$ cat src/rtl/smeu_pkg.sv
// ---------------------------------------------------------------------------
// smeu_pkg
// shared types, opcodes and status codes of the stack machine execute unit
// ---------------------------------------------------------------------------
package smeu_pkg;

    localparam int DATA_W       = 32;
    localparam int PC_W         = 16;
    localparam int DS_DEPTH_DEF = 32;
    localparam int RS_DEPTH_DEF = 16;
    localparam int LIT_BYTES    = 4;
    localparam int BR_BYTES     = 2;

    localparam logic [4:0] OP_LIT   = 5'd0;
    localparam logic [4:0] OP_DUP   = 5'd1;
    localparam logic [4:0] OP_DROP  = 5'd2;
    localparam logic [4:0] OP_SWAP  = 5'd3;
    localparam logic [4:0] OP_OVER  = 5'd4;
    localparam logic [4:0] OP_ADD   = 5'd5;
    localparam logic [4:0] OP_SUB   = 5'd6;
    localparam logic [4:0] OP_MUL   = 5'd7;
    localparam logic [4:0] OP_DIV   = 5'd8;
    localparam logic [4:0] OP_EQ    = 5'd9;
    localparam logic [4:0] OP_LT    = 5'd10;
    localparam logic [4:0] OP_JMP   = 5'd11;
    localparam logic [4:0] OP_JZ    = 5'd12;
    localparam logic [4:0] OP_RET   = 5'd13;
    localparam logic [4:0] OP_TOR   = 5'd14;
    localparam logic [4:0] OP_FROMR = 5'd15;
    localparam logic [4:0] OP_LIT0  = 5'd16;
    localparam logic [4:0] OP_LIT1  = 5'd17;

    localparam logic [3:0] ST_OK       = 4'd0;
    localparam logic [3:0] ST_INVALID  = 4'd1;
    localparam logic [3:0] ST_DIVZERO  = 4'd2;
    localparam logic [3:0] ST_BOUNDS   = 4'd3;
    localparam logic [3:0] ST_DS_UNDER = 4'd4;
    localparam logic [3:0] ST_DS_OVER  = 4'd5;
    localparam logic [3:0] ST_RS_UNDER = 4'd6;
    localparam logic [3:0] ST_RS_OVER  = 4'd7;
    localparam logic [3:0] ST_HALTED   = 4'd8;

    typedef struct packed {
        logic [4:0]         operation;
        logic signed [31:0] literal_value;
        logic signed [15:0] branch_offset;
    } t_in_word;

    typedef struct packed {
        logic [3:0]         status;
        logic [15:0]        next_pc;
        logic signed [31:0] top_value;
        logic [5:0]         stack_depth;
        logic               done_res;
    } t_out_word;

    typedef struct packed {
        logic load;
        logic exec;
        logic step;
        logic wr2;
        logic div_fin;
        logic out_load;
    } t_cmd;

    typedef struct packed {
        logic need_rd;
        logic is_swap;
        logic is_div;
        logic div_done;
    } t_sts;

endpackage

$ cat src/rtl/smeu_ram.sv
// ---------------------------------------------------------------------------
// smeu_ram
// generic simple dual port ram, one write port, registered read
// ---------------------------------------------------------------------------
module smeu_ram #(
    parameter int WIDTH = 32,
    parameter int DEPTH = 32,
    localparam int AW   = (DEPTH > 1) ? $clog2(DEPTH) : 1
) (
    input  logic             i_clk,
    input  logic             i_we,
    input  logic [AW-1:0]    i_waddr,
    input  logic [WIDTH-1:0] i_wdata,
    input  logic [AW-1:0]    i_raddr,
    output logic [WIDTH-1:0] o_rdata
);
    logic [WIDTH-1:0] r_mem [DEPTH];
    logic [WIDTH-1:0] r_q;

    always_ff @(posedge i_clk) begin
        if (i_we) begin
            r_mem[i_waddr] <= i_wdata;
        end
        r_q <= r_mem[i_raddr];
    end

    assign o_rdata = r_q;
endmodule

$ cat src/rtl/smeu_div.sv
// ---------------------------------------------------------------------------
// smeu_div
// signed 32-bit divider, one quotient bit per cycle, truncates toward zero
// ---------------------------------------------------------------------------
module smeu_div (
    input  logic        i_clk,
    input  logic        i_rst_n,
    input  logic        i_start,
    input  logic [31:0] i_dividend,
    input  logic [31:0] i_divisor,
    output logic        o_done,
    output logic [31:0] o_quotient
);
    import smeu_pkg::*;

    localparam int CW = $clog2(DATA_W);

    logic              r_busy, n_busy;
    logic              r_done, n_done;
    logic [CW-1:0]     r_cnt, n_cnt;
    logic [DATA_W:0]   r_rem, n_rem;
    logic [DATA_W-1:0] r_quo, n_quo;
    logic [DATA_W-1:0] r_dvs, n_dvs;
    logic              r_neg, n_neg;
    logic [DATA_W:0]   rem_sh;
    logic [DATA_W:0]   rem_sub;

    always_comb begin
        n_busy  = r_busy;
        n_done  = 1'b0;
        n_cnt   = r_cnt;
        n_rem   = r_rem;
        n_quo   = r_quo;
        n_dvs   = r_dvs;
        n_neg   = r_neg;
        rem_sh  = {r_rem[DATA_W-1:0], r_quo[DATA_W-1]};
        rem_sub = rem_sh - {1'b0, r_dvs};
        if (i_start) begin
            n_busy = 1'b1;
            n_cnt  = '0;
            n_rem  = '0;
            n_quo  = i_dividend[DATA_W-1] ? (~i_dividend + 1'b1) : i_dividend;
            n_dvs  = i_divisor[DATA_W-1] ? (~i_divisor + 1'b1) : i_divisor;
            n_neg  = i_dividend[DATA_W-1] ^ i_divisor[DATA_W-1];
        end else if (r_busy) begin
            if (!rem_sub[DATA_W]) begin
                n_rem = rem_sub;
                n_quo = {r_quo[DATA_W-2:0], 1'b1};
            end else begin
                n_rem = rem_sh;
                n_quo = {r_quo[DATA_W-2:0], 1'b0};
            end
            n_cnt = r_cnt + 1'b1;
            if (r_cnt == CW'(DATA_W - 1)) begin
                n_busy = 1'b0;
                n_done = 1'b1;
            end
        end
    end

    always_ff @(posedge i_clk) begin
        if (!i_rst_n) begin
            r_busy <= 1'b0;
            r_done <= 1'b0;
            r_cnt  <= '0;
        end else begin
            r_busy <= n_busy;
            r_done <= n_done;
            r_cnt  <= n_cnt;
        end
        r_rem <= n_rem;
        r_quo <= n_quo;
        r_dvs <= n_dvs;
        r_neg <= n_neg;
    end

    assign o_done     = r_done;
    assign o_quotient = r_neg ? (~r_quo + 1'b1) : r_quo;
endmodule

$ cat src/rtl/smeu_dp.sv
// ---------------------------------------------------------------------------
// smeu_dp
// datapath: stacks, program counter, checks, alu, divider and output word
// ---------------------------------------------------------------------------
module smeu_dp #(
    parameter int DS_DEPTH = smeu_pkg::DS_DEPTH_DEF,
    parameter int RS_DEPTH = smeu_pkg::RS_DEPTH_DEF
) (
    input  logic                 i_clk,
    input  logic                 i_rst_n,
    input  smeu_pkg::t_in_word   i_in_word,
    input  logic                 i_cfg_we,
    input  logic [15:0]          i_cfg_wdata,
    input  smeu_pkg::t_cmd       i_cmd,
    output smeu_pkg::t_sts       o_sts,
    output smeu_pkg::t_out_word  o_out_word
);
    import smeu_pkg::*;

    localparam int DAW = $clog2(DS_DEPTH);
    localparam int RAW = (RS_DEPTH > 1) ? $clog2(RS_DEPTH) : 1;
    localparam int DDW = $clog2(DS_DEPTH + 1);
    localparam int RDW = $clog2(RS_DEPTH + 1);

    logic [4:0]         r_op, n_op;
    logic [DATA_W-1:0]  r_lit, n_lit;
    logic signed [15:0] r_off, n_off;
    logic [PC_W-1:0]    r_len, n_len;
    logic [PC_W-1:0]    r_pc, n_pc;
    logic               r_halt, n_halt;
    logic [DDW-1:0]     r_dd, n_dd;
    logic [RDW-1:0]     r_rd, n_rd;
    logic [DATA_W-1:0]  r_tos, n_tos;
    logic [DATA_W-1:0]  r_nos, n_nos;
    logic [3:0]         r_st, n_st;
    logic               r_done, n_done;
    t_out_word          r_out, n_out;

    logic               ds_we, rs_we;
    logic [DAW-1:0]     ds_waddr, ds_raddr;
    logic [RAW-1:0]     rs_waddr, rs_raddr;
    logic [DATA_W-1:0]  ds_wdata, ds_q, rs_q;
    logic               div_start, div_done;
    logic [DATA_W-1:0]  div_quo;

    logic               halt_c, trunc, taken, tgt_bad, is_br, fin;
    logic               d_lt1, d_lt2, d_full, r_empty, r_full;
    logic [PC_W:0]      npc, npc_f;
    logic signed [PC_W+1:0] tgt;
    logic [3:0]         exec_st;
    logic [DATA_W-1:0]  bres;

    smeu_ram #(.WIDTH(DATA_W), .DEPTH(DS_DEPTH)) u_ds_ram (
        .i_clk  (i_clk),
        .i_we   (ds_we),
        .i_waddr(ds_waddr),
        .i_wdata(ds_wdata),
        .i_raddr(ds_raddr),
        .o_rdata(ds_q)
    );

    smeu_ram #(.WIDTH(DATA_W), .DEPTH(RS_DEPTH)) u_rs_ram (
        .i_clk  (i_clk),
        .i_we   (rs_we),
        .i_waddr(rs_waddr),
        .i_wdata(r_tos),
        .i_raddr(rs_raddr),
        .o_rdata(rs_q)
    );

    smeu_div u_div (
        .i_clk     (i_clk),
        .i_rst_n   (i_rst_n),
        .i_start   (div_start),
        .i_dividend(ds_q),
        .i_divisor (r_tos),
        .o_done    (div_done),
        .o_quotient(div_quo)
    );

    // checks, branch target and alu result
    always_comb begin
        halt_c  = r_halt || (r_pc >= r_len);
        is_br   = (r_op == OP_JMP) || (r_op == OP_JZ);
        if (r_op == OP_LIT) begin
            npc = {1'b0, r_pc} + (PC_W+1)'(LIT_BYTES + 1);
        end else if (is_br) begin
            npc = {1'b0, r_pc} + (PC_W+1)'(BR_BYTES + 1);
        end else begin
            npc = {1'b0, r_pc} + 1'b1;
        end
        trunc   = npc > {1'b0, r_len};
        taken   = (r_op == OP_JMP) || (r_tos == '0);
        tgt     = $signed({1'b0, npc}) + (PC_W+2)'(r_off);
        tgt_bad = (tgt < 0) || (tgt > $signed({2'b00, r_len}));
        npc_f   = (is_br && taken) ? tgt[PC_W:0] : npc;
        d_lt1   = r_dd == '0;
        d_lt2   = r_dd < DDW'(2);
        d_full  = r_dd >= DDW'(DS_DEPTH);
        r_empty = r_rd == '0;
        r_full  = r_rd >= RDW'(RS_DEPTH);

        exec_st = ST_OK;
        case (r_op)
            OP_LIT: begin
                if (trunc) exec_st = ST_INVALID;
                else if (d_full) exec_st = ST_DS_OVER;
            end
            OP_DUP: begin
                if (d_lt1) exec_st = ST_DS_UNDER;
                else if (d_full) exec_st = ST_DS_OVER;
            end
            OP_DROP: begin
                if (d_lt1) exec_st = ST_DS_UNDER;
            end
            OP_SWAP: begin
                if (d_lt2) exec_st = ST_DS_UNDER;
            end
            OP_OVER: begin
                if (d_lt2) exec_st = ST_DS_UNDER;
                else if (d_full) exec_st = ST_DS_OVER;
            end
            OP_ADD, OP_SUB, OP_MUL, OP_DIV, OP_EQ, OP_LT: begin
                if (d_lt2) exec_st = ST_DS_UNDER;
                else if (r_op == OP_DIV && r_tos == '0) exec_st = ST_DIVZERO;
            end
            OP_JMP, OP_JZ: begin
                if (trunc) exec_st = ST_INVALID;
                else if (r_op == OP_JZ && d_lt1) exec_st = ST_DS_UNDER;
                else if (taken && tgt_bad) exec_st = ST_BOUNDS;
            end
            OP_RET: begin
                exec_st = ST_OK;
            end
            OP_TOR: begin
                if (d_lt1) exec_st = ST_DS_UNDER;
                else if (r_full) exec_st = ST_RS_OVER;
            end
            OP_FROMR: begin
                if (r_empty) exec_st = ST_RS_UNDER;
                else if (d_full) exec_st = ST_DS_OVER;
            end
            OP_LIT0, OP_LIT1: begin
                if (d_full) exec_st = ST_DS_OVER;
            end
            default: exec_st = ST_INVALID;
        endcase

        case (r_op)
            OP_ADD:  bres = ds_q + r_tos;
            OP_SUB:  bres = ds_q - r_tos;
            OP_MUL:  bres = ds_q * r_tos;
            OP_EQ:   bres = {DATA_W{ds_q == r_tos}};
            default: bres = {DATA_W{$signed(ds_q) < $signed(r_tos)}};
        endcase
    end

    assign fin = (npc_f == {1'b0, r_len}) || (r_op == OP_RET);

    always_comb begin
        n_op   = r_op;
        n_lit  = r_lit;
        n_off  = r_off;
        n_len  = r_len;
        n_pc   = r_pc;
        n_halt = r_halt;
        n_dd   = r_dd;
        n_rd   = r_rd;
        n_tos  = r_tos;
        n_nos  = r_nos;
        n_st   = r_st;
        n_done = r_done;
        n_out  = r_out;
        ds_we    = 1'b0;
        ds_waddr = DAW'(r_dd);
        ds_wdata = r_tos;
        ds_raddr = DAW'(r_dd - DDW'(2));
        rs_we    = 1'b0;
        rs_waddr = RAW'(r_rd);
        rs_raddr = RAW'(r_rd - 1'b1);
        div_start = 1'b0;
        o_sts.need_rd  = 1'b0;
        o_sts.is_swap  = r_op == OP_SWAP;
        o_sts.is_div   = r_op == OP_DIV;
        o_sts.div_done = div_done;

        if (i_cmd.load) begin
            n_op  = i_in_word.operation;
            n_lit = i_in_word.literal_value;
            n_off = i_in_word.branch_offset;
        end

        if (i_cmd.exec) begin
            n_done = 1'b0;
            if (halt_c) begin
                n_st = ST_HALTED;
            end else if (exec_st != ST_OK) begin
                n_st   = exec_st;
                n_halt = 1'b1;
            end else begin
                n_st   = ST_OK;
                n_pc   = npc_f[PC_W-1:0];
                n_done = fin;
                if (fin) n_halt = 1'b1;
                case (r_op)
                    OP_LIT, OP_LIT0, OP_LIT1, OP_DUP: begin
                        ds_we    = 1'b1;
                        ds_wdata = (r_op == OP_LIT)  ? r_lit :
                                   (r_op == OP_LIT1) ? DATA_W'(1) :
                                   (r_op == OP_LIT0) ? '0 : r_tos;
                        n_tos    = ds_wdata;
                        n_dd     = r_dd + 1'b1;
                    end
                    OP_DROP, OP_JZ, OP_TOR: begin
                        n_dd          = r_dd - 1'b1;
                        rs_we         = r_op == OP_TOR;
                        n_rd          = (r_op == OP_TOR) ? r_rd + 1'b1 : r_rd;
                        o_sts.need_rd = !d_lt2;
                    end
                    OP_SWAP, OP_OVER, OP_ADD, OP_SUB, OP_MUL, OP_DIV, OP_EQ, OP_LT,
                    OP_FROMR: begin
                        o_sts.need_rd = 1'b1;
                    end
                    default: begin
                        n_tos = r_tos;
                    end
                endcase
            end
        end

        if (i_cmd.step) begin
            case (r_op)
                OP_DROP, OP_JZ, OP_TOR: begin
                    n_tos = ds_q;
                end
                OP_SWAP: begin
                    ds_we    = 1'b1;
                    ds_waddr = DAW'(r_dd - DDW'(2));
                    ds_wdata = r_tos;
                    n_nos    = ds_q;
                end
                OP_OVER: begin
                    ds_we    = 1'b1;
                    ds_wdata = ds_q;
                    n_tos    = ds_q;
                    n_dd     = r_dd + 1'b1;
                end
                OP_FROMR: begin
                    ds_we    = 1'b1;
                    ds_wdata = rs_q;
                    n_tos    = rs_q;
                    n_dd     = r_dd + 1'b1;
                    n_rd     = r_rd - 1'b1;
                end
                OP_DIV: begin
                    div_start = 1'b1;
                end
                default: begin
                    ds_we    = 1'b1;
                    ds_waddr = DAW'(r_dd - DDW'(2));
                    ds_wdata = bres;
                    n_tos    = bres;
                    n_dd     = r_dd - 1'b1;
                end
            endcase
        end

        if (i_cmd.wr2) begin
            ds_we    = 1'b1;
            ds_waddr = DAW'(r_dd - 1'b1);
            ds_wdata = r_nos;
            n_tos    = r_nos;
        end

        if (i_cmd.div_fin) begin
            ds_we    = 1'b1;
            ds_waddr = DAW'(r_dd - DDW'(2));
            ds_wdata = div_quo;
            n_tos    = div_quo;
            n_dd     = r_dd - 1'b1;
        end

        if (i_cmd.out_load) begin
            n_out.status      = r_st;
            n_out.next_pc     = r_pc;
            n_out.top_value   = (r_dd == '0) ? '0 : r_tos;
            n_out.stack_depth = 6'(r_dd);
            n_out.done_res    = r_done;
        end

        if (i_cfg_we) begin
            n_len  = i_cfg_wdata;
            n_halt = 1'b0;
            n_pc   = '0;
        end
    end

    always_ff @(posedge i_clk) begin
        if (!i_rst_n) begin
            r_len  <= PC_W'(1);
            r_pc   <= '0;
            r_halt <= 1'b0;
            r_dd   <= '0;
            r_rd   <= '0;
        end else begin
            r_len  <= n_len;
            r_pc   <= n_pc;
            r_halt <= n_halt;
            r_dd   <= n_dd;
            r_rd   <= n_rd;
        end
        r_op   <= n_op;
        r_lit  <= n_lit;
        r_off  <= n_off;
        r_tos  <= n_tos;
        r_nos  <= n_nos;
        r_st   <= n_st;
        r_done <= n_done;
        r_out  <= n_out;
    end

    assign o_out_word = r_out;

    a_ds_bound: assert property (@(posedge i_clk) disable iff (!i_rst_n)
        r_dd <= DDW'(DS_DEPTH))
        else $error("data stack depth beyond capacity");

    a_rs_bound: assert property (@(posedge i_clk) disable iff (!i_rst_n)
        r_rd <= RDW'(RS_DEPTH))
        else $error("return stack depth beyond capacity");

    a_cfg_restart: assert property (@(posedge i_clk) disable iff (!i_rst_n)
        i_cfg_we |=> (!r_halt && r_pc == '0))
        else $error("length write did not restart the program");
endmodule

$ cat src/rtl/smeu_ctrl.sv
// ---------------------------------------------------------------------------
// smeu_ctrl
// sequencer: accept, execute, stack read, second write, divide, output
// ---------------------------------------------------------------------------
module smeu_ctrl (
    input  logic            i_clk,
    input  logic            i_rst_n,
    input  logic            i_in_valid,
    output logic            o_in_stall,
    input  logic            i_out_stall,
    output logic            o_out_valid,
    input  smeu_pkg::t_sts  i_sts,
    output smeu_pkg::t_cmd  o_cmd
);
    import smeu_pkg::*;

    typedef enum logic [5:0] {
        S_IDLE = 6'b000001,
        S_EXEC = 6'b000010,
        S_READ = 6'b000100,
        S_WR2  = 6'b001000,
        S_DIVW = 6'b010000,
        S_OUT  = 6'b100000
    } t_state;

    t_state r_state, n_state;
    logic   r_ov, n_ov;

    always_comb begin
        n_state = r_state;
        o_cmd   = '0;
        n_ov    = r_ov && i_out_stall;
        case (r_state)
            S_IDLE: begin
                if (i_in_valid) begin
                    o_cmd.load = 1'b1;
                    n_state    = S_EXEC;
                end
            end
            S_EXEC: begin
                o_cmd.exec = 1'b1;
                n_state    = i_sts.need_rd ? S_READ : S_OUT;
            end
            S_READ: begin
                o_cmd.step = 1'b1;
                if (i_sts.is_swap) n_state = S_WR2;
                else if (i_sts.is_div) n_state = S_DIVW;
                else n_state = S_OUT;
            end
            S_WR2: begin
                o_cmd.wr2 = 1'b1;
                n_state   = S_OUT;
            end
            S_DIVW: begin
                if (i_sts.div_done) begin
                    o_cmd.div_fin = 1'b1;
                    n_state       = S_OUT;
                end
            end
            S_OUT: begin
                if (!r_ov || !i_out_stall) begin
                    o_cmd.out_load = 1'b1;
                    n_ov           = 1'b1;
                    n_state        = S_IDLE;
                end
            end
            default: n_state = S_IDLE;
        endcase
    end

    always_ff @(posedge i_clk) begin
        if (!i_rst_n) begin
            r_state <= S_IDLE;
            r_ov    <= 1'b0;
        end else begin
            r_state <= n_state;
            r_ov    <= n_ov;
        end
    end

    assign o_in_stall  = r_state != S_IDLE;
    assign o_out_valid = r_ov;

    a_load_idle: assert property (@(posedge i_clk) disable iff (!i_rst_n)
        o_cmd.load |=> r_state == S_EXEC)
        else $error("accepted word did not start execution");

    a_out_hold: assert property (@(posedge i_clk) disable iff (!i_rst_n)
        (r_ov && i_out_stall) |=> r_ov)
        else $error("pending result dropped");

    a_div_wait: assert property (@(posedge i_clk) disable iff (!i_rst_n)
        (r_state == S_READ && i_sts.is_div) |=> r_state == S_DIVW)
        else $error("divide not awaited");
endmodule

$ cat src/rtl/stack_machine_execute_unit_core.sv
// each word passes accept, execute and output; push, jmp, ret and pops without reload take
// only that path, ops that read a second stack entry add a stack read, swap also a second
// write and div a divider wait (the divider retires one quotient bit per cycle)
// one word at a time, the next word is taken once the result is lodged
// synchronous active-low reset empties both stacks, clears pc and halt, length 1
// ---------------------------------------------------------------------------
// stack_machine_execute_unit_core
// forth style stack machine execute unit, controller plus datapath
// ---------------------------------------------------------------------------
module stack_machine_execute_unit_core #(
    parameter int DS_DEPTH = smeu_pkg::DS_DEPTH_DEF,
    parameter int RS_DEPTH = smeu_pkg::RS_DEPTH_DEF
) (
    input  logic                 i_clk,
    input  logic                 i_rst_n,
    input  logic                 i_in_valid,
    output logic                 o_in_stall,
    input  smeu_pkg::t_in_word   i_in_word,
    output logic                 o_out_valid,
    input  logic                 i_out_stall,
    output smeu_pkg::t_out_word  o_out_word,
    input  logic                 i_cfg_we,
    input  logic [15:0]          i_cfg_wdata
);
    import smeu_pkg::*;

    t_cmd cmd;
    t_sts sts;

    smeu_ctrl u_ctrl (
        .i_clk      (i_clk),
        .i_rst_n    (i_rst_n),
        .i_in_valid (i_in_valid),
        .o_in_stall (o_in_stall),
        .i_out_stall(i_out_stall),
        .o_out_valid(o_out_valid),
        .i_sts      (sts),
        .o_cmd      (cmd)
    );

    smeu_dp #(.DS_DEPTH(DS_DEPTH), .RS_DEPTH(RS_DEPTH)) u_dp (
        .i_clk      (i_clk),
        .i_rst_n    (i_rst_n),
        .i_in_word  (i_in_word),
        .i_cfg_we   (i_cfg_we),
        .i_cfg_wdata(i_cfg_wdata),
        .i_cmd      (cmd),
        .o_sts      (sts),
        .o_out_word (o_out_word)
    );
endmodule
$ cat config.mk
export PLATFORM = sky130hd
export DESIGN_NAME = stack_machine_execute_unit_core
export DESIGN_NICKNAME = d
export VERILOG_FILES = /design/src/rtl/smeu_pkg.sv /design/src/rtl/smeu_ram.sv /design/src/rtl/smeu_div.sv /design/src/rtl/smeu_dp.sv /design/src/rtl/smeu_ctrl.sv /design/src/rtl/stack_machine_execute_unit_core.sv
export SDC_FILE = /design/constraint.sdc
export NUM_CORES = 2
export LEC_CHECK = 0
export CORE_AREA = 2 2 448 450
export CTS_BUF_LIST = sky130_fd_sc_hd__clkbuf_8
export CTS_CLUSTER_SIZE = 28
export DETAILED_ROUTE_END_ITERATION = 8
export DIE_AREA = 0 0 450 452
export DONT_BUFFER_PORTS = 1
export PLACE_DENSITY = 0.67
export SYNTH_ARGS = -nofsm -noshare
export SYNTH_HDL_FRONTEND = slang
export SYNTH_SLANG_ARGS = --single-unit
$ cat constraint.sdc
create_clock -name i_clk -period 15.6 [get_ports i_clk]
set_input_delay 1.56 -clock i_clk [delete_from_list [all_inputs] [get_ports i_clk]]
set_output_delay 1.56 -clock i_clk [all_outputs]
set_load 0.005 [all_outputs]
==> impl_metrics.ini <==
[status]
outcome = complete, no violations

[route]
first_pass_iters = 8
viasPerCell = 6.28
first_iter_violations = 8135
ant_nets = 0
drc = 0
wl_mm = 303
wl_per_cell_um = 29.8
via_count = 63839

[cts]
cts_post_setup_buffers_inserted = 0
cts-resized-gates = 0
root_buffer = clkbuf_8
cts_tree = done
h-tree-depth = 5
clockBufferDepth = 4
cts_buffers = 323
clock_latency_ns = 1.08
cts.sinks = 1936
cts.clk_slew.worst_paths_ns = 0.07
cts.hold.buffers_added = 0

[worst_hold_path]
hold_path_class = reg2reg
hp-start = u_dp.r_st[0]

[floorplan]
ios = 135
die_w_um = 450
fp.coreArea_um2 = 199000
die_y_um = 452
num_rows = 164
die_area_um2 = 203000
initial_core_util = 0.506

[power_and_ir_drop]
vdd_drop_max_uv = 85.0
static-leakage-power_nw = 38.1
powerDensity_nw_per_um2 = 95.7

[placement]
preCtsSetupSlack_ns = 5.83
port_buffers = 0
gp_congestion = 1.03
dp_hpwl_mm = 191

[grt]
grt_pass1_wl_mm = 438
grt-ovfl-total = 0
antenna_found_initial = 11
grt_pass1_vias = 63633
track_usage = 0.297
grt_max_degree = 131

[timing]
slew_violations = 0
rsz0062_at_grt = false
setup_violations = 0
setup_ws_ns = 5.68
min_period_over_period = 0.636
worst_pin_slew_ns = 1.37
min_period_ns = 9.92
setup_tns_ns = 0
finClkSkew_ns = 0.0880
hold_viol_final = 0
fmax_ghz = 0.101
relSlewSlack = 0.0838

[synthesis]
syn_nets = 7924
synth.avg_cell_area_um2 = 14.1
ys_types = 97
async_reset_ff_frac = 0
synth_ff_type = edfxtp_1
syn-cell-area_um2 = 101000
ys_ff_latch = 1936
yosys_warnings = 0
synth_edf_count = 1750
syn_inst = 7135
yosysSeqAreaShare = 0.559

[critical_path]
cp.required_ns = 16.27
crit_buf_inv = 6
critPathKind = reg2reg
critPathLaunch = u_dp.r_tos[7]
cp_slowest_cell = o21ai_2
critPathCapture = u_dp.u_ds_ram.r_mem[29][25]
rrSetupSlack_ns = 5.68
slowest_delay_ns = 0.95
r2r-end = u_dp.u_ds_ram.r_mem[29][25]
ff2ff_path_depth = 26
path_max_fanout = 32
critical_path.top_delay_family = adder cells
cp_common_cell = fa_1
cp_num_cells = 26
setup.worst_path.start_class = register
critPathArrivalTime_ns = 10.59
reg2reg_from = u_dp.r_tos[7]
end_kind = register

[flow_run]
drv_cap = 0

[finish]
nFillCells = 15971
nNetsFinal = 8049
final_core_util = 0.556
drive_above_1_share = 0.169
area_delta_synth_final_pct = 9.71
cell type report:
type	instances	area, µm²	area share
multi-input combinational	4136	40900	0.370
antenna	4	10.0	0.0000907
timing repair buffer	190	1470	0.0133
clock inverter	213	1030	0.00931
sequential	1936	56300	0.510
inverter	673	2530	0.0229
tap	2656	3320	0.0301
clock buffer	350	4820	0.0436
cell families after synthesis:
family          Yosys count  share of synthesized area
buf+inv                1063                     0.0401
flops                  1936                      0.559
mux                     573                      0.117
simple gates           1537                     0.0701
compound gates         1021                     0.0678
fa+ha+maj               715                      0.120
xor+xnor                290                     0.0257
placed cells by master, fill, tap and decap left out, types with 35 or more instances in the layout:
master	Yosys	final
o21ai_0	251	235
xor2_1	110	108
dfxtp_1	186	164
nand4_1	36	36
nor3_1	61	57
clkinv_2	0	35
xnor2_1	176	173
and2_1	123	123
nand3_1	60	59
edfxtp_1	1750	1750
buf_4	1	186
a21o_1	60	60
clkinv_1	0	60
fa_1	413	413
nand2_1	659	658
inv_1	673	775
ha_1	302	300
nor2b_1	57	49
clkbuf_8	0	350
o31ai_1	48	48
mux2_2	36	36
nor2_1	343	313
mux4_2	480	480
a21oi_1	235	234
a22oi_1	47	47
or3_1	39	39
mux2i_1	56	56
a221oi_1	39	39
Yosys cell counts, types with 60 or more instances:
cell type	instances	area share
clkbuf_1	310	0.012
buf_1	62	0.0023
mux4_2	480	0.11
edfxtp_1	1750	0.52
xnor2_1	176	0.015
nand3_1	60	0.0030
a21o_1	60	0.0045
nor3_1	61	0.0030
nand2_1	659	0.025
a21oi_1	235	0.012
nor2_1	343	0.013
xor2_1	110	0.0096
o21ai_0	251	0.012
ha_1	302	0.038
dfxtp_1	186	0.037
fa_1	413	0.082
inv_1	673	0.025
and2_1	123	0.0076
worst min path at each step:
stage	to	slack [ns]	depth (start not counted)
floorplan	u_dp.o_out_word[0]	0.40	0
global placement	u_dp.o_out_word[57]	0.40	0
detailed placement	u_dp.o_out_word[55]	0.41	0
CTS	u_dp.o_out_word[55]	0.41	0
global route	u_dp.o_out_word[55]	0.42	0
finish	u_dp.o_out_word[55]	0.41	0
flip-flops by register name, summed over array words and instances (netlist names), 32 cells and up:
register	count
u_dp.o_out_word	59
u_dp.r_lit	32
u_dp.u_rs_ram.o_rdata	32
u_dp.u_div.r_rem	32
u_dp.r_tos	32
u_dp.u_div.r_dvs	32
u_dp.u_div.r_quo	32
u_dp.u_ds_ram.o_rdata	32
u_dp.r_nos	32
u_dp.u_rs_ram.r_mem	512
u_dp.u_ds_ram.r_mem	1024
through the flow:
stage	cell area (µm²)	total power [mW]	cells	hold WS, ns
global route	110000	10.9	10157	0.423
CTS	110000	10.6	10153	0.413
detailed placement	105000	6.49	9590	0.407
finish	110000	10.6	10158	0.410
global placement	105000	6.48	9590	0.403
floorplan	101000	6.22	7135	0.400
per-layer routing:
metal	global-route usage	wire length, µm
met5	0	25
met4	0.147	16600
met3	0.0670	31400
met2	0.457	138000
met1	0.400	117000
worst reg2reg max path: cells and delay by family (launching register included):
| family | cells | cell delay (ns) |
|---|---|---|
| xor gates and xnor gates | 1 | 0.16 |
| buffers and inverters | 6 | 0.72 |
| DFF | 1 | 0.81 |
| adders and majority gates | 9 | 4.28 |
| and+or+nand+nor | 2 | 0.23 |
| AOI/OAI and AO/OA | 8 | 3.36 |
report_power, final:
group / internal (mW) / total, mW / switching [mW]
Clock: 2.14 / 4.16 / 2.01
Sequential: 5.65 / 5.69 / 0.0382
Combinational: 0.223 / 0.715 / 0.492
Total: 8.02 / 10.6 / 2.54
Note: power is estimated with default switching activity, not from simulation.
